### config.mk
export PLATFORM = sky130hd
export DESIGN_NAME = fractal_perlin_noise_3d
export DESIGN_NICKNAME = d
export VERILOG_FILES = /design/src/design/fpn3_pkg.sv /design/src/design/fpn3_ctrl.sv /design/src/design/fpn3_dp.sv /design/src/design/fractal_perlin_noise_3d.sv
export SDC_FILE = /design/constraint.sdc
export NUM_CORES = 2
export LEC_CHECK = 0
export ABC_CLOCK_PERIOD_IN_PS = 13400
export BUFFER_PORTS_ARGS = -buffer_cell sky130_fd_sc_hd__buf_2
export CELL_PAD_IN_SITES_DETAIL_PLACEMENT = 1
export CELL_PAD_IN_SITES_GLOBAL_PLACEMENT = 2
export CORE_MARGIN = 8
export CORE_UTILIZATION = 42
export CTS_BUF_LIST = sky130_fd_sc_hd__clkbuf_2
export CTS_CLUSTER_SIZE = 20
export DETAILED_ROUTE_END_ITERATION = 16
export HOLD_SLACK_MARGIN = 0.15
export PLACE_DENSITY_LB_ADDON = 0.1
export SYNTH_ARGS = -nofsm -noshare
export SYNTH_HDL_FRONTEND = slang
export SYNTH_SLANG_ARGS = --single-unit
### constraint.sdc
create_clock -name clk -period 13.4 [get_ports clk]
set_input_delay 1.34 -clock clk [delete_from_list [all_inputs] [get_ports clk]]
set_output_delay 1.34 -clock clk [all_outputs]
set_load 0.02 [all_outputs]
### src/design/fpn3_pkg.sv
// ---------------------------------------------------------------------------
// fpn3_pkg: shared types, constants and helpers for the fractal noise block
// Datapath command codes, controller/datapath handshake structs, the lattice
// permutation and the gradient index reduction.
// ---------------------------------------------------------------------------
`default_nettype none

package fpn3_pkg;

  localparam int FRAC_BITS = 16;
  localparam int COORD_W   = 24;
  localparam int DIV_W     = 32;

  typedef enum logic [4:0] {
    OP_NONE,
    OP_LOAD,
    OP_SCALE_X,
    OP_SCALE_Y,
    OP_FADE1,
    OP_FADE2,
    OP_FADE3,
    OP_FADE4,
    OP_HASH1,
    OP_HASH2,
    OP_HASH3,
    OP_MUL1,
    OP_MUL2,
    OP_MUL3,
    OP_ACC,
    OP_OCT_END,
    OP_DIV_INIT,
    OP_DIV_STEP,
    OP_OUT
  } dp_op_t;

  typedef struct packed {
    dp_op_t      op;
    logic [1:0]  axis;
    logic [2:0]  corner;
  } dp_cmd_t;

  typedef struct packed {
    logic out_free;
  } dp_status_t;

  localparam logic [7:0] PERM [256] = '{
    8'd151, 8'd160, 8'd137, 8'd91,  8'd90,  8'd15,  8'd131, 8'd13,
    8'd201, 8'd95,  8'd96,  8'd53,  8'd194, 8'd233, 8'd7,   8'd225,
    8'd140, 8'd36,  8'd103, 8'd30,  8'd69,  8'd142, 8'd8,   8'd99,
    8'd37,  8'd240, 8'd21,  8'd10,  8'd23,  8'd190, 8'd6,   8'd148,
    8'd247, 8'd120, 8'd234, 8'd75,  8'd0,   8'd26,  8'd197, 8'd62,
    8'd94,  8'd252, 8'd219, 8'd203, 8'd117, 8'd35,  8'd11,  8'd32,
    8'd57,  8'd177, 8'd33,  8'd88,  8'd237, 8'd149, 8'd56,  8'd87,
    8'd174, 8'd20,  8'd125, 8'd136, 8'd171, 8'd168, 8'd68,  8'd175,
    8'd74,  8'd165, 8'd71,  8'd134, 8'd139, 8'd48,  8'd27,  8'd166,
    8'd77,  8'd146, 8'd158, 8'd231, 8'd83,  8'd111, 8'd229, 8'd122,
    8'd60,  8'd211, 8'd133, 8'd230, 8'd220, 8'd105, 8'd92,  8'd41,
    8'd55,  8'd46,  8'd245, 8'd40,  8'd244, 8'd102, 8'd143, 8'd54,
    8'd65,  8'd25,  8'd63,  8'd161, 8'd1,   8'd216, 8'd80,  8'd73,
    8'd209, 8'd76,  8'd132, 8'd187, 8'd208, 8'd89,  8'd18,  8'd169,
    8'd200, 8'd196, 8'd135, 8'd130, 8'd116, 8'd188, 8'd159, 8'd86,
    8'd164, 8'd100, 8'd109, 8'd198, 8'd173, 8'd186, 8'd3,   8'd64,
    8'd52,  8'd217, 8'd226, 8'd250, 8'd124, 8'd123, 8'd5,   8'd202,
    8'd38,  8'd147, 8'd118, 8'd126, 8'd255, 8'd82,  8'd85,  8'd212,
    8'd207, 8'd206, 8'd59,  8'd227, 8'd47,  8'd16,  8'd58,  8'd17,
    8'd182, 8'd189, 8'd28,  8'd42,  8'd223, 8'd183, 8'd170, 8'd213,
    8'd119, 8'd248, 8'd152, 8'd2,   8'd44,  8'd154, 8'd163, 8'd70,
    8'd221, 8'd153, 8'd101, 8'd155, 8'd167, 8'd43,  8'd172, 8'd9,
    8'd129, 8'd22,  8'd39,  8'd253, 8'd19,  8'd98,  8'd108, 8'd110,
    8'd79,  8'd113, 8'd224, 8'd232, 8'd178, 8'd185, 8'd112, 8'd104,
    8'd218, 8'd246, 8'd97,  8'd228, 8'd251, 8'd34,  8'd242, 8'd193,
    8'd238, 8'd210, 8'd144, 8'd12,  8'd191, 8'd179, 8'd162, 8'd241,
    8'd81,  8'd51,  8'd145, 8'd235, 8'd249, 8'd14,  8'd239, 8'd107,
    8'd49,  8'd192, 8'd214, 8'd31,  8'd181, 8'd199, 8'd106, 8'd157,
    8'd184, 8'd84,  8'd204, 8'd176, 8'd115, 8'd121, 8'd50,  8'd45,
    8'd127, 8'd4,   8'd150, 8'd254, 8'd138, 8'd236, 8'd205, 8'd93,
    8'd222, 8'd114, 8'd67,  8'd29,  8'd24,  8'd72,  8'd243, 8'd141,
    8'd128, 8'd195, 8'd78,  8'd66,  8'd215, 8'd61,  8'd156, 8'd180
  };

  // Reduce a hash to a gradient index: h/12 via reciprocal 171/2048,
  // exact for every 8-bit h.
  function automatic logic [3:0] grad_index(input logic [7:0] h);
    logic [15:0] p;
    logic [4:0]  q;
    logic [7:0]  r;
    p = 16'(h) * 16'd171;
    q = p[15:11];
    r = h - 8'(8'(q) * 8'd12);
    return r[3:0];
  endfunction

endpackage

`default_nettype wire

### src/design/fpn3_ctrl.sv
// ---------------------------------------------------------------------------
// fpn3_ctrl: sequencer for the fractal noise datapath
// Steps one item through scaling, per-octave fades and corner blends, the
// normalising division and the output hand-off.
// ---------------------------------------------------------------------------
`default_nettype none

module fpn3_ctrl #(
  parameter int OCT_W       = 3
) (
  input  wire                     clk,
  input  wire                     rst,
  input  wire                     in_valid,
  output logic                    in_stall,
  input  wire  [OCT_W-1:0]        oct_eff,
  input  fpn3_pkg::dp_status_t    status,
  output fpn3_pkg::dp_cmd_t       cmd
);

  typedef enum logic [4:0] {
    ST_IDLE,
    ST_SCALE_X,
    ST_SCALE_Y,
    ST_F1,
    ST_F2,
    ST_F3,
    ST_F4,
    ST_H1,
    ST_H2,
    ST_H3,
    ST_M1,
    ST_M2,
    ST_M3,
    ST_ACC,
    ST_OCT_END,
    ST_DIV_INIT,
    ST_DIV,
    ST_FINISH
  } state_t;

  localparam logic [1:0] AXIS_LAST   = 2'd2;
  localparam logic [2:0] CORNER_LAST = 3'd7;
  localparam int         DCNT_W      = $clog2(fpn3_pkg::DIV_W);
  localparam logic [DCNT_W-1:0] DIV_LAST = DCNT_W'(fpn3_pkg::DIV_W - 1);

  state_t            state;
  logic [1:0]        axis;
  logic [2:0]        corner;
  logic [OCT_W-1:0]  oct_idx;
  logic [DCNT_W-1:0] dcnt;

  assign in_stall = (state != ST_IDLE);

  always_comb begin
    cmd.axis   = axis;
    cmd.corner = corner;
    unique case (state)
      ST_IDLE:     cmd.op = in_valid ? fpn3_pkg::OP_LOAD : fpn3_pkg::OP_NONE;
      ST_SCALE_X:  cmd.op = fpn3_pkg::OP_SCALE_X;
      ST_SCALE_Y:  cmd.op = fpn3_pkg::OP_SCALE_Y;
      ST_F1:       cmd.op = fpn3_pkg::OP_FADE1;
      ST_F2:       cmd.op = fpn3_pkg::OP_FADE2;
      ST_F3:       cmd.op = fpn3_pkg::OP_FADE3;
      ST_F4:       cmd.op = fpn3_pkg::OP_FADE4;
      ST_H1:       cmd.op = fpn3_pkg::OP_HASH1;
      ST_H2:       cmd.op = fpn3_pkg::OP_HASH2;
      ST_H3:       cmd.op = fpn3_pkg::OP_HASH3;
      ST_M1:       cmd.op = fpn3_pkg::OP_MUL1;
      ST_M2:       cmd.op = fpn3_pkg::OP_MUL2;
      ST_M3:       cmd.op = fpn3_pkg::OP_MUL3;
      ST_ACC:      cmd.op = fpn3_pkg::OP_ACC;
      ST_OCT_END:  cmd.op = fpn3_pkg::OP_OCT_END;
      ST_DIV_INIT: cmd.op = fpn3_pkg::OP_DIV_INIT;
      ST_DIV:      cmd.op = fpn3_pkg::OP_DIV_STEP;
      ST_FINISH:   cmd.op = status.out_free ? fpn3_pkg::OP_OUT : fpn3_pkg::OP_NONE;
      default:     cmd.op = fpn3_pkg::OP_NONE;
    endcase
  end

  always_ff @(posedge clk) begin
    if (rst) begin
      state   <= ST_IDLE;
      axis    <= '0;
      corner  <= '0;
      oct_idx <= '0;
      dcnt    <= '0;
    end else begin
      unique case (state)
        ST_IDLE:    if (in_valid) state <= ST_SCALE_X;
        ST_SCALE_X: state <= ST_SCALE_Y;
        ST_SCALE_Y: begin
          oct_idx <= '0;
          axis    <= '0;
          state   <= ST_F1;
        end
        ST_F1: state <= ST_F2;
        ST_F2: state <= ST_F3;
        ST_F3: state <= ST_F4;
        ST_F4: begin
          if (axis == AXIS_LAST) begin
            axis   <= '0;
            corner <= '0;
            state  <= ST_H1;
          end else begin
            axis  <= axis + 2'd1;
            state <= ST_F1;
          end
        end
        ST_H1: state <= ST_H2;
        ST_H2: state <= ST_H3;
        ST_H3: state <= ST_M1;
        ST_M1: state <= ST_M2;
        ST_M2: state <= ST_M3;
        ST_M3: state <= ST_ACC;
        ST_ACC: begin
          if (corner == CORNER_LAST) begin
            state <= ST_OCT_END;
          end else begin
            corner <= corner + 3'd1;
            state  <= ST_H1;
          end
        end
        ST_OCT_END: begin
          if (oct_idx == OCT_W'(oct_eff - OCT_W'(1))) begin
            state <= ST_DIV_INIT;
          end else begin
            oct_idx <= oct_idx + OCT_W'(1);
            state   <= ST_F1;
          end
        end
        ST_DIV_INIT: begin
          dcnt  <= '0;
          state <= ST_DIV;
        end
        ST_DIV: begin
          if (dcnt == DIV_LAST) state <= ST_FINISH;
          else dcnt <= dcnt + DCNT_W'(1);
        end
        ST_FINISH: if (status.out_free) state <= ST_IDLE;
        default:   state <= ST_IDLE;
      endcase
    end
  end

endmodule

`default_nettype wire

### src/design/fpn3_dp.sv
// ---------------------------------------------------------------------------
// fpn3_dp: fixed-point datapath for the fractal noise block
// One shared signed multiplier, the permutation lookup, a corner dot product,
// the octave accumulator, a bit-serial divider and the output register.
// ---------------------------------------------------------------------------
`default_nettype none

module fpn3_dp (
  input  wire                     clk,
  input  wire                     rst,
  input  fpn3_pkg::dp_cmd_t       cmd,
  output fpn3_pkg::dp_status_t    status,
  input  wire  signed [23:0]      pos_x,
  input  wire  signed [23:0]      pos_y,
  input  wire  [15:0]             scale,
  input  wire  [14:0]             time_speed,
  input  wire  [7:0]              divisor,
  output logic [15:0]             noise_value,
  output logic                    out_valid,
  input  wire                     out_stall
);

  localparam int DW = fpn3_pkg::DIV_W;

  logic signed [23:0] pos_x_q, pos_y_q;
  logic [23:0]        time_accum;
  logic [23:0]        px, py, pz;
  logic signed [24:0] ta, tb;
  logic signed [17:0] fu, fv, fw;
  logic [7:0]         hr;
  logic [3:0]         g;
  logic signed [24:0] sum;
  logic signed [31:0] total;
  logic               neg;
  logic [DW-1:0]      dq;
  logic [7:0]         rem;

  logic signed [24:0] mul_a, mul_b;
  logic signed [49:0] prod;
  logic signed [24:0] prod16;
  logic [15:0]        fsel;
  logic [18:0]        six_f;
  logic               bx, by, bz;
  logic signed [17:0] wx, wy, wz;
  logic signed [17:0] dx, dy, dz;
  logic signed [18:0] t1, t2, dot;
  logic [7:0]         hidx, perm_out;
  logic signed [24:0] n_oct;
  logic [8:0]         rs;
  logic               qbit;

  assign status.out_free = !out_valid || !out_stall;

  assign bx = cmd.corner[2];
  assign by = cmd.corner[1];
  assign bz = cmd.corner[0];

  always_comb begin
    case (cmd.axis)
      2'd0:    fsel = px[15:0];
      2'd1:    fsel = py[15:0];
      default: fsel = pz[15:0];
    endcase
  end

  assign six_f = ({3'b0, fsel} << 2) + ({3'b0, fsel} << 1);

  assign wx = bx ? fu : 18'sd65536 - fu;
  assign wy = by ? fv : 18'sd65536 - fv;
  assign wz = bz ? fw : 18'sd65536 - fw;

  assign dx = $signed({2'b0, px[15:0]}) - (bx ? 18'sd65536 : 18'sd0);
  assign dy = $signed({2'b0, py[15:0]}) - (by ? 18'sd65536 : 18'sd0);
  assign dz = $signed({2'b0, pz[15:0]}) - (bz ? 18'sd65536 : 18'sd0);

  // Gradients pair x,y then x,z then y,z; bit 0 flips the first term, bit 1 the second.
  always_comb begin
    t1 = (g < 4'd8) ? {dx[17], dx} : {dy[17], dy};
    t2 = (g < 4'd4) ? {dy[17], dy} : {dz[17], dz};
    if (g[0]) t1 = -t1;
    if (g[1]) t2 = -t2;
    dot = t1 + t2;
  end

  always_comb begin
    case (cmd.op)
      fpn3_pkg::OP_SCALE_X: begin
        mul_a = {pos_x_q[23], pos_x_q};
        mul_b = {9'b0, scale};
      end
      fpn3_pkg::OP_SCALE_Y: begin
        mul_a = {pos_y_q[23], pos_y_q};
        mul_b = {9'b0, scale};
      end
      fpn3_pkg::OP_FADE1: begin
        mul_a = {9'b0, fsel};
        mul_b = {9'b0, fsel};
      end
      fpn3_pkg::OP_FADE2: begin
        mul_a = ta;
        mul_b = {9'b0, fsel};
      end
      fpn3_pkg::OP_FADE3: begin
        mul_a = {9'b0, fsel};
        mul_b = $signed({6'b0, six_f}) - 25'sd983040;
      end
      fpn3_pkg::OP_FADE4: begin
        mul_a = ta;
        mul_b = tb + 25'sd655360;
      end
      fpn3_pkg::OP_MUL1: begin
        mul_a = {{6{dot[18]}}, dot};
        mul_b = {{7{wx[17]}}, wx};
      end
      fpn3_pkg::OP_MUL2: begin
        mul_a = ta;
        mul_b = {{7{wy[17]}}, wy};
      end
      fpn3_pkg::OP_MUL3: begin
        mul_a = ta;
        mul_b = {{7{wz[17]}}, wz};
      end
      default: begin
        mul_a = '0;
        mul_b = '0;
      end
    endcase
  end

  assign prod   = mul_a * mul_b;
  assign prod16 = prod[40:16];

  always_comb begin
    case (cmd.op)
      fpn3_pkg::OP_HASH1: hidx = px[23:16] + {7'b0, bx};
      fpn3_pkg::OP_HASH2: hidx = hr + py[23:16] + {7'b0, by};
      default:            hidx = hr + pz[23:16] + {7'b0, bz};
    endcase
  end

  assign perm_out = fpn3_pkg::PERM[hidx];

  assign n_oct = (sum + 25'sd65536) >>> 1;

  assign rs   = {rem, dq[DW-1]};
  assign qbit = (rs >= {1'b0, divisor});

  // Control state: time accumulator and output valid.
  always_ff @(posedge clk) begin
    if (rst) begin
      time_accum <= '0;
      out_valid  <= 1'b0;
    end else begin
      if (cmd.op == fpn3_pkg::OP_LOAD) time_accum <= time_accum + {9'b0, time_speed};
      if (cmd.op == fpn3_pkg::OP_OUT) out_valid <= 1'b1;
      else if (!out_stall) out_valid <= 1'b0;
    end
  end

  always_ff @(posedge clk) begin
    case (cmd.op)
      fpn3_pkg::OP_LOAD: begin
        pos_x_q <= pos_x;
        pos_y_q <= pos_y;
      end
      fpn3_pkg::OP_SCALE_X: px <= prod[35:12];
      fpn3_pkg::OP_SCALE_Y: begin
        py    <= prod[35:12];
        pz    <= time_accum;
        total <= '0;
        sum   <= '0;
      end
      fpn3_pkg::OP_FADE1, fpn3_pkg::OP_FADE2: ta <= prod16;
      fpn3_pkg::OP_FADE3: tb <= prod16;
      fpn3_pkg::OP_FADE4: begin
        case (cmd.axis)
          2'd0:    fu <= prod16[17:0];
          2'd1:    fv <= prod16[17:0];
          default: fw <= prod16[17:0];
        endcase
      end
      fpn3_pkg::OP_HASH1, fpn3_pkg::OP_HASH2: hr <= perm_out;
      fpn3_pkg::OP_HASH3: g <= fpn3_pkg::grad_index(perm_out);
      fpn3_pkg::OP_MUL1, fpn3_pkg::OP_MUL2, fpn3_pkg::OP_MUL3: ta <= prod16;
      fpn3_pkg::OP_ACC: sum <= sum + ta;
      fpn3_pkg::OP_OCT_END: begin
        // Horner form of the doubling weights; advance to the next octave.
        total <= (total <<< 1) + {{7{n_oct[24]}}, n_oct};
        sum   <= '0;
        px    <= px << 1;
        py    <= py << 1;
        pz    <= pz << 1;
      end
      fpn3_pkg::OP_DIV_INIT: begin
        neg <= total[31];
        dq  <= total;
        rem <= '0;
      end
      fpn3_pkg::OP_DIV_STEP: begin
        rem <= qbit ? 8'(rs - {1'b0, divisor}) : rs[7:0];
        dq  <= {dq[DW-2:0], qbit};
      end
      fpn3_pkg::OP_OUT: begin
        if (neg) noise_value <= '0;
        else if (|dq[DW-1:16]) noise_value <= 16'hFFFF;
        else noise_value <= dq[15:0];
      end
      default: ;
    endcase
  end

endmodule

`default_nettype wire

### src/design/fractal_perlin_noise_3d.sv
// ---------------------------------------------------------------------------
// fractal_perlin_noise_3d: fractal 3D gradient noise over a position stream
// Input channel: pos_x/pos_y (signed Q12.12) with in_valid/in_stall; a
// transfer happens when in_valid is high and in_stall low. Each item also
// advances the internal Q8.16 time coordinate by time_speed.
// Output channel: noise_value (Q0.16) with out_valid/out_stall, one result
// per item, in order.
// Sequencing: one item at a time on a single shared multiplier. With K octaves
// an item runs through 2 scaling steps, per octave 12 fade steps, 8 corners
// of 7 steps and one accumulate, then a 32-step bit-serial divide by 2^K-1
// and the output load. out_valid is registered from the output load.
// A finished result sits in the output register; the next item is taken
// while it waits. If the receiver stalls, the following result holds in the
// datapath until the output register frees.
// Reset (synchronous) clears the time coordinate, empties the output and
// restores scale 6554, time_speed 655, octave_count 1.
// Configuration: APB registers scale (0x0), time_speed (0x4),
// octave_count (0x8); write only while idle.
// ---------------------------------------------------------------------------
`default_nettype none

module fractal_perlin_noise_3d #(
  parameter int MAX_OCTAVES = 5
) (
  input  wire               clk,
  input  wire               rst,
  input  wire               psel,
  input  wire               penable,
  input  wire               pwrite,
  input  wire  [3:0]        paddr,
  input  wire  [31:0]       pwdata,
  output logic [31:0]       prdata,
  output logic              pready,
  input  wire               in_valid,
  output logic              in_stall,
  input  wire  signed [23:0] pos_x,
  input  wire  signed [23:0] pos_y,
  output logic              out_valid,
  input  wire               out_stall,
  output logic [15:0]       noise_value
);

  localparam int OCT_W = $clog2(MAX_OCTAVES + 1);
  localparam logic [3:0] MAX_OCT = 4'(MAX_OCTAVES);

  localparam logic [1:0] REG_SCALE  = 2'd0;
  localparam logic [1:0] REG_SPEED  = 2'd1;
  localparam logic [1:0] REG_OCTAVE = 2'd2;

  logic [15:0] scale;
  logic [14:0] time_speed;
  logic [2:0]  octave_count;
  logic        wr_en;
  logic [3:0]  oct_cnt4, oct_eff4;
  logic [OCT_W-1:0] oct_eff;
  logic [7:0]  divisor;

  fpn3_pkg::dp_cmd_t    cmd;
  fpn3_pkg::dp_status_t status;

  assign pready = 1'b1;
  assign wr_en  = psel && penable && pwrite && pready;

  always_ff @(posedge clk) begin
    if (rst) begin
      scale        <= 16'd6554;
      time_speed   <= 15'd655;
      octave_count <= 3'd1;
    end else if (wr_en) begin
      unique case (paddr[3:2])
        REG_SCALE:  scale        <= pwdata[15:0];
        REG_SPEED:  time_speed   <= pwdata[14:0];
        REG_OCTAVE: octave_count <= pwdata[2:0];
        default: ;
      endcase
    end
  end

  always_comb begin
    unique case (paddr[3:2])
      REG_SCALE:  prdata = {16'b0, scale};
      REG_SPEED:  prdata = {17'b0, time_speed};
      REG_OCTAVE: prdata = {29'b0, octave_count};
      default:    prdata = '0;
    endcase
  end

  // Zero counts as one octave; clamp anything above the build limit.
  always_comb begin
    oct_cnt4 = {1'b0, octave_count};
    if (oct_cnt4 == 4'd0) oct_eff4 = 4'd1;
    else if (oct_cnt4 > MAX_OCT) oct_eff4 = MAX_OCT;
    else oct_eff4 = oct_cnt4;
  end

  assign oct_eff = OCT_W'(oct_eff4);
  assign divisor = 8'((9'd1 << oct_eff4) - 9'd1);

  fpn3_ctrl #(
    .OCT_W       (OCT_W)
  ) u_ctrl (
    .clk      (clk),
    .rst      (rst),
    .in_valid (in_valid),
    .in_stall (in_stall),
    .oct_eff  (oct_eff),
    .status   (status),
    .cmd      (cmd)
  );

  fpn3_dp u_dp (
    .clk         (clk),
    .rst         (rst),
    .cmd         (cmd),
    .status      (status),
    .pos_x       (pos_x),
    .pos_y       (pos_y),
    .scale       (scale),
    .time_speed  (time_speed),
    .divisor     (divisor),
    .noise_value (noise_value),
    .out_valid   (out_valid),
    .out_stall   (out_stall)
  );

endmodule

`default_nettype wire
Yosys cells after proc, flatten, opt, wreduce, memory -nomap -nowiden
Memories as Yosys holds them, arrays and structs flattened.
Index checks and enable logic that the tools add are counted.
{ "totals": {"reg_bits": 427, "mem_bits_ro": 2048, "inputBits": 91, "out_inout_bits": 51, "n_memories": 1} }
{ "classes": {"n_addsub": 29, "multipliers": 3, "order_cmp": 5, "eq_ne": 50, "shift": 1, "muxes": 49, "bitwise_logic": 2, "n_reduce_logical": 37} }
{ "mem_list": {"columns": ["name", "words", "word_bits", "rd", "rd_ports_with_merged_regs", "wr", "line_no", "rtl"], "rows": [
  ["(name not given)", 256, 8, 1, 0, 0, "fpn3_dp.sv:141", "assign perm_out = fpn3_pkg::PERM[hidx];"]
]} }
{ "op_table": {"columns": ["op", "count"], "rows": [
  ["5-bit one-hot mux with 18 select lines", 2],
  ["25-bit one-hot mux with 7 select lines", 1],
  ["24-bit one-hot mux with 2 select lines", 3],
  ["32-bit one-hot mux with 2 select lines", 2],
  ["25-bit one-hot mux with 5 select lines", 1],
  ["5-bit by 4-bit equality test with 1-bit output, second input constant", 16],
  ["19-bit two-way mux", 4],
  ["18-bit two-way mux", 3],
  ["17-bit by 18-bit subtractor with 18-bit output", 3],
  ["18-bit subtractor, first input constant", 3],
  ["17-bit two-way mux", 3],
  ["25-bit one-hot mux with 2 select lines", 1],
  ["16-bit one-hot mux with 3 select lines", 1],
  ["25-bit by 25-bit multiplier with 41-bit output", 1],
  ["5-bit by 3-bit equality test with 1-bit output, second input constant", 8],
  ["19-bit negator", 2],
  ["32-bit adder", 1],
  ["16-bit one-hot mux with 2 select lines", 1],
  ["8-bit one-hot mux with 2 select lines", 2],
  ["5-bit equality test, second input constant", 6],
  ["25-bit by 18-bit adder with 25-bit output, second input constant", 1],
  ["25-bit by 21-bit adder with 25-bit output, second input constant", 1],
  ["25-bit adder", 1],
  ["5-bit two-way mux", 5],
  ["54 further kinds", 104]
]} }

Logic depth before layout (Yosys ltp)
{ "logic_depth": {"ltp_word": 13, "mapped_depth": 46, "ltp_nobuf": 43} }

Modules after synthesis
A second synthesis with hierarchy kept.
{ "unflattened": {"cells_unflattened": 5552, "hier_area_um2": 49837.8} }
{ "modules_own_cells": {"columns": ["mod", "instances", "cells_each", "area_per_inst_um2"], "rows": [
  ["fpn3_dp", 1, 5195, 46773.6],
  ["fractal_perlin_noise_3d", 1, 215, 1910.6],
  ["fpn3_ctrl", 1, 142, 1153.6]
]} }

Worst setup path after synthesis
OpenSTA, ideal clock, no wires.
{ "synth_timing": {"kind": "flip-flop to flip-flop", "start": "reg u_dp.g[3]", "end": "reg u_dp.ta[24] (data pin)", "arrival_time_ns": 10.841, "required_time_ns": 13.131, "slack_ns": 2.290, "stages_incl_launch_ff": 43, "n_path_buf": 4, "period_less_slack_ns": 11.110, "path_cell_list": "edfxtp_1 -> buf_2 -> buf_2 -> buf_1 -> mux2i_1 -> nand3_1 -> or2_2 -> o21ai_0 -> xor2_1 -> ha_1 -> o21a_1 -> o21ai_0 -> nor3b_1 -> a211oi_1 -> a41oi_1 -> a211oi_1 -> o211ai_1 -> nand2_2 -> (+7 left out) -> fa_1 -> inv_1 -> fa_1 -> fa_1 -> inv_1 -> fa_1 -> inv_1 -> ha_1 -> a21o_1 -> a21o_1 -> a21oi_1 -> inv_1 -> a221o_1 -> a31o_2 -> a31oi_4 -> nor3_1 -> a2111oi_2 -> xnor2_1"} }
{ "synth_via": {"elab_chain_len": 7, "elab_cells_between_ends": 11} }
{ "synth_rtl": {"columns": ["element", "line_no", "rtl"], "rows": [
  ["start, declared", "fpn3_dp.sv:31", "logic [3:0] g;"],
  ["start signal, assigned", "fpn3_dp.sv:183", "fpn3_pkg::OP_HASH3: g <= fpn3_pkg::grad_index(perm_out);"],
  ["4-bit less-than comparator or 4-bit by 3-bit less-than comparator with 1-bit output (tied branches)", "fpn3_dp.sv:78, fpn3_dp.sv:79", null],
  ["19-bit two-way mux, on equally long branches", "fpn3_dp.sv:78, fpn3_dp.sv:79", null],
  ["19-bit negator, on equally long branches", "fpn3_dp.sv:80, fpn3_dp.sv:81", null],
  ["19-bit two-way mux, on equally long branches", "fpn3_dp.sv:80, fpn3_dp.sv:81", null],
  ["19-bit adder (*)", "fpn3_dp.sv:82", "dot = t1 + t2;"],
  ["25-bit one-hot mux with 5 select lines (*)", "fpn3_dp.sv:86", "case (cmd.op)"],
  ["25-bit by 25-bit multiplier with 41-bit output (*)", "fpn3_dp.sv:130", "assign prod = mul_a * mul_b;"],
  ["via u_dp.prod[40]", "fpn3_dp.sv:39", "logic signed [49:0] prod;"],
  ["end signal, assigned", "fpn3_dp.sv:173", "fpn3_pkg::OP_FADE1, fpn3_pkg::OP_FADE2: ta <= prod16;"],
  ["end signal, assigned", "fpn3_dp.sv:184", "fpn3_pkg::OP_MUL1, fpn3_pkg::OP_MUL2, fpn3_pkg::OP_MUL3: ta <= prod16;"],
  ["end, declared", "fpn3_dp.sv:28", "logic signed [24:0] ta, tb;"]
]} }
Mark *: on every way through the listed nets, which the timed path passes. The rest lies on a longest branch.
A chain may end at the register's enable or synchronous reset.

Worst setup path after layout
{ "layout_timing": {"start": "reg u_dp.g[3]", "end": "reg u_dp.tb[24] (data pin)"} }
{ "layout_via": {"elab_chain_len": 7, "elab_cells_between_ends": 11} }
{ "layout_rtl": {"columns": ["element", "line_no", "rtl"], "rows": [
  ["4-bit less-than comparator or 4-bit by 3-bit less-than comparator with 1-bit output (tied branches)", "fpn3_dp.sv:78, fpn3_dp.sv:79", null],
  ["19-bit two-way mux, on equally long branches", "fpn3_dp.sv:78, fpn3_dp.sv:79", null],
  ["19-bit negator, on equally long branches", "fpn3_dp.sv:80, fpn3_dp.sv:81", null],
  ["19-bit two-way mux, on equally long branches", "fpn3_dp.sv:80, fpn3_dp.sv:81", null],
  ["19-bit adder (*)", "fpn3_dp.sv:82", null],
  ["25-bit one-hot mux with 5 select lines (*)", "fpn3_dp.sv:86", null],
  ["25-bit by 25-bit multiplier with 41-bit output (*)", "fpn3_dp.sv:130", null],
  ["via u_dp.prod[40]", "fpn3_dp.sv:39", null],
  ["end signal, assigned", "fpn3_dp.sv:174", "fpn3_pkg::OP_FADE3: tb <= prod16;"],
  ["end, declared", "fpn3_dp.sv:28", null]
]} }
Marks and branches as above.

==> impl_metrics.toml <==
[grt]
antenna_found_initial = 10
met2_usage_pct = 45.3
first_global_vias = 44400
grt_pass1_wl_mm = 283
grt_use_met1_pct = 39.5
grt_max_degree = 81
met3_usage_pct = 5.17
grt_use_total_pct = 28.6
overflow = 0
top_usage_layer = "met2"

[sta]
rsz0062_at_grt = "no"
drv_slew = 0
fin_skew_ps = 242
clock.fmax_mhz = 79.5
period_minus_slack_ps = 12580
worstMarginPinSlew_ps = 1350
setup_ws_ps = 819
hold_violations = 0
slew_headroom_pct = 9.82
final-setup-viol-count = 0
post-route-period-util_pct = 93.9
totalNegativeSetupSlack_ps = 0

[finish]
multi_input_area_mm2 = 0.0340
drive_gt1_share_pct = 10.2
nNetsFinal = 6762
syn_to_final_growth_pct = 8.87
seqCellArea_mm2 = 0.0121
n_fill_cell = 13800
final_common_cell = "inv_1"
layout_common_cells = "820 x inv_1, 745 x nand2_1, 587 x nor2_1"

[routing]
drcViolationCount = 0
wirelength_mm = 188
vias_per_cell = 5.70
first_pass_iters = 6
drtIter0Drc = 3232
wire_per_inst_um = 25.4
vias = 42200
ant_nets = 0

[synth]
synth-edff-count = 350
synth_top_area_share_pct = 22.9
synth-seq-cells = 427
yosysUniqueCellTypes = 123
avgSynthCellArea_um2 = 8.91
synth_xor_area_share_pct = 4.41
postSynthCellCount = 5613
syn_area_mm2 = 0.0500
ys_seq_area_share_pct = 24.1
synth_top_family_by_area = "adder cells"
postSynth.asyncResetShare_pct = 0
yosys.area_share.simple_pct = 16.6
synth_area_leader_cell = "fa_1"
synthFlopType = "edfxtp_1"
synthAdderAreaFrac_pct = 31.1
synthTopCellsByArea = "fa_1 23%, edfxtp_1 21%, ha_1 8.2%, inv_1 6.2%, nand2_1 5.6%"
muxShareOfSynthArea_pct = 2.32
ys_warn_count = 0
synth-compound-area-share_pct = 12.7

[clocking]
cts_tree = "done"
cts.sinks = 427
htreeDepth = 3
numCtsBuffers = 114
cts_buffer_depth = 3
insertion_delay_ps = 1530
path_clk_slew_ps = 120
post_cts_buffers = 0
cts_root_buf = "clkbuf_2"

[setup_path]
crit_top_cell = "fa_1"
startpoint_type = "flip-flop"
cp_data_required_time_ps = 14600
cp-end-kind = "flip-flop"
crit_arrival_ps = 13780
cp_slowest_stage_delay_ps = 520
crit_slowest_cell = "fa_1"
critPathKind = "reg -> reg"
r2r_slack_ps = 820
crit_fanout = 36

[placement]
dpl_worst_slack_ps = 884
gp_congestion = 0.916
port_buffers = 106
hpwl_mm = 145

[power_and_ir_drop]
finalPower_mw = 7.99
ir_worst_vdd_mv = 0.200
p_per_area_mw_per_mm2 = 147
leakage_nw = 23.9

[floorplan]
start_util_pct = 42.4
die_w_um = 361
coreArea_mm2 = 0.118
rows = 126
die_y_um = 361
num_io_pins = 142
dieArea_mm2 = 0.130

[status]
outcome = "completed"

[job]
max_cap_violations = 0

[worst_hold_path]
hold_class = "in -> reg"
==> cell usage after synthesis (24+ instances only) <==
library cell	number
mux2i_1	90
nor2b_1	37
fa_1	573
and3_1	31
xor2_1	101
a21o_1	60
nand3_1	83
o21ai_0	190
nor2_1	593
xnor2_1	144
a21oi_1	261
or2_2	33
or3_1	30
nor3_1	108
ha_1	327
dfxtp_1	77
buf_4	26
a211oi_1	45
a22oi_1	34
and2_1	51
nand2b_1	37
clkbuf_1	198
edfxtp_1	350
a31oi_1	31
inv_1	821
buf_2	37
nand2_1	746
o21a_1	24
o211ai_1	29
==> routing by layer <==
| layer | wire, µm | up-vias |
|---|---|---|
| li1 | - | 18900 |
| met1 | 83200 | 21500 |
| met2 | 85400 | 1413 |
| met3 | 12900 | 362 |
| met4 | 6550 | 2 |
| met5 | 13 | - |
==> logic make-up (layout without fill, tap and decap cells) <==
group,after synthesis,count (layout)
and+or+nand+nor,1868,1868
xor gates and xnor gates,248,248
adders and majority gates,900,900
other,2,26
DFF,427,427
AOI/OAI and AO/OA,944,944
muxes,111,111
buffers and inverters,1113,1350
==> worst max-delay path, delay by kind of cell, from the launching register on <==
kind	cells	cell delay (ps)
AO/OA/AOI/OAI	16	4620
buffers and inverters	7	1110
XOR/XNOR	2	340
AND/OR/NAND/NOR	5	1200
adder cells (fa/ha/maj)	9	4150
multiplexers	1	320
flip-flops	1	500
==> through the flow <==
stage	instance area [µm²]	std cells	util (%)	hold WS [ps]
floorplan	50100	5628	-	426
global placement	52700	7126	44.6	463
detailed placement	52700	7126	44.6	474
CTS	54400	7401	46.1	157
global route	54400	7406	46.1	201
finish	54500	7410	46.1	336
==> where the power goes <==
group	total, mW	internal [mW]	switching (mW)
registers	1.93	1.80	0.134
clock network	1.02	0.383	0.637
logic	5.04	1.82	3.22
total	7.99	4.00	3.99
==> registers in the layout (all words and copies together) (netlist names), 18 cells and up <==
name / flops
u_dp.dq: 32
u_dp.total: 32
u_dp.sum: 25
u_dp.ta: 25
u_dp.tb: 25
u_dp.pos_x_q: 24
u_dp.pos_y_q: 24
u_dp.px: 24
u_dp.py: 24
u_dp.pz: 24
u_dp.time_accum: 24
u_dp.fu: 18
u_dp.fv: 18
u_dp.fw: 18
==> area by class of cell <==
class                           count  share of cell area (%)
Multi-Input combinational cell   4088                    62.4
Inverter                          826                    5.70
Clock buffer                      162                    1.49
Clock inverter                     48                   0.556
Sequential cell                   427                    22.1
Antenna cell                        9                  0.0414
Tap cell                         1536                    3.53
Timing Repair Buffer              314                    4.14
==> repair_timing <==
action	4_1_cts	5_1_grt
setup endpoints to repair	0	2
endpoints found under the hold margin	84	0
hold buffers	65	0
resized for setup	0	1
==> final timing paths <==
path	startpoint	end	cells after the start
worst max-delay path	u_dp.g[3]	u_dp.tb[24]	40
worst min-delay path	in_valid	u_ctrl.state[0]	3
worst max register to register	u_dp.g[3]	u_dp.tb[24]	40
worst min register to register	u_dp.time_accum[0]	u_dp.time_accum[0]	2
Power figures use the tool's default switching activity.
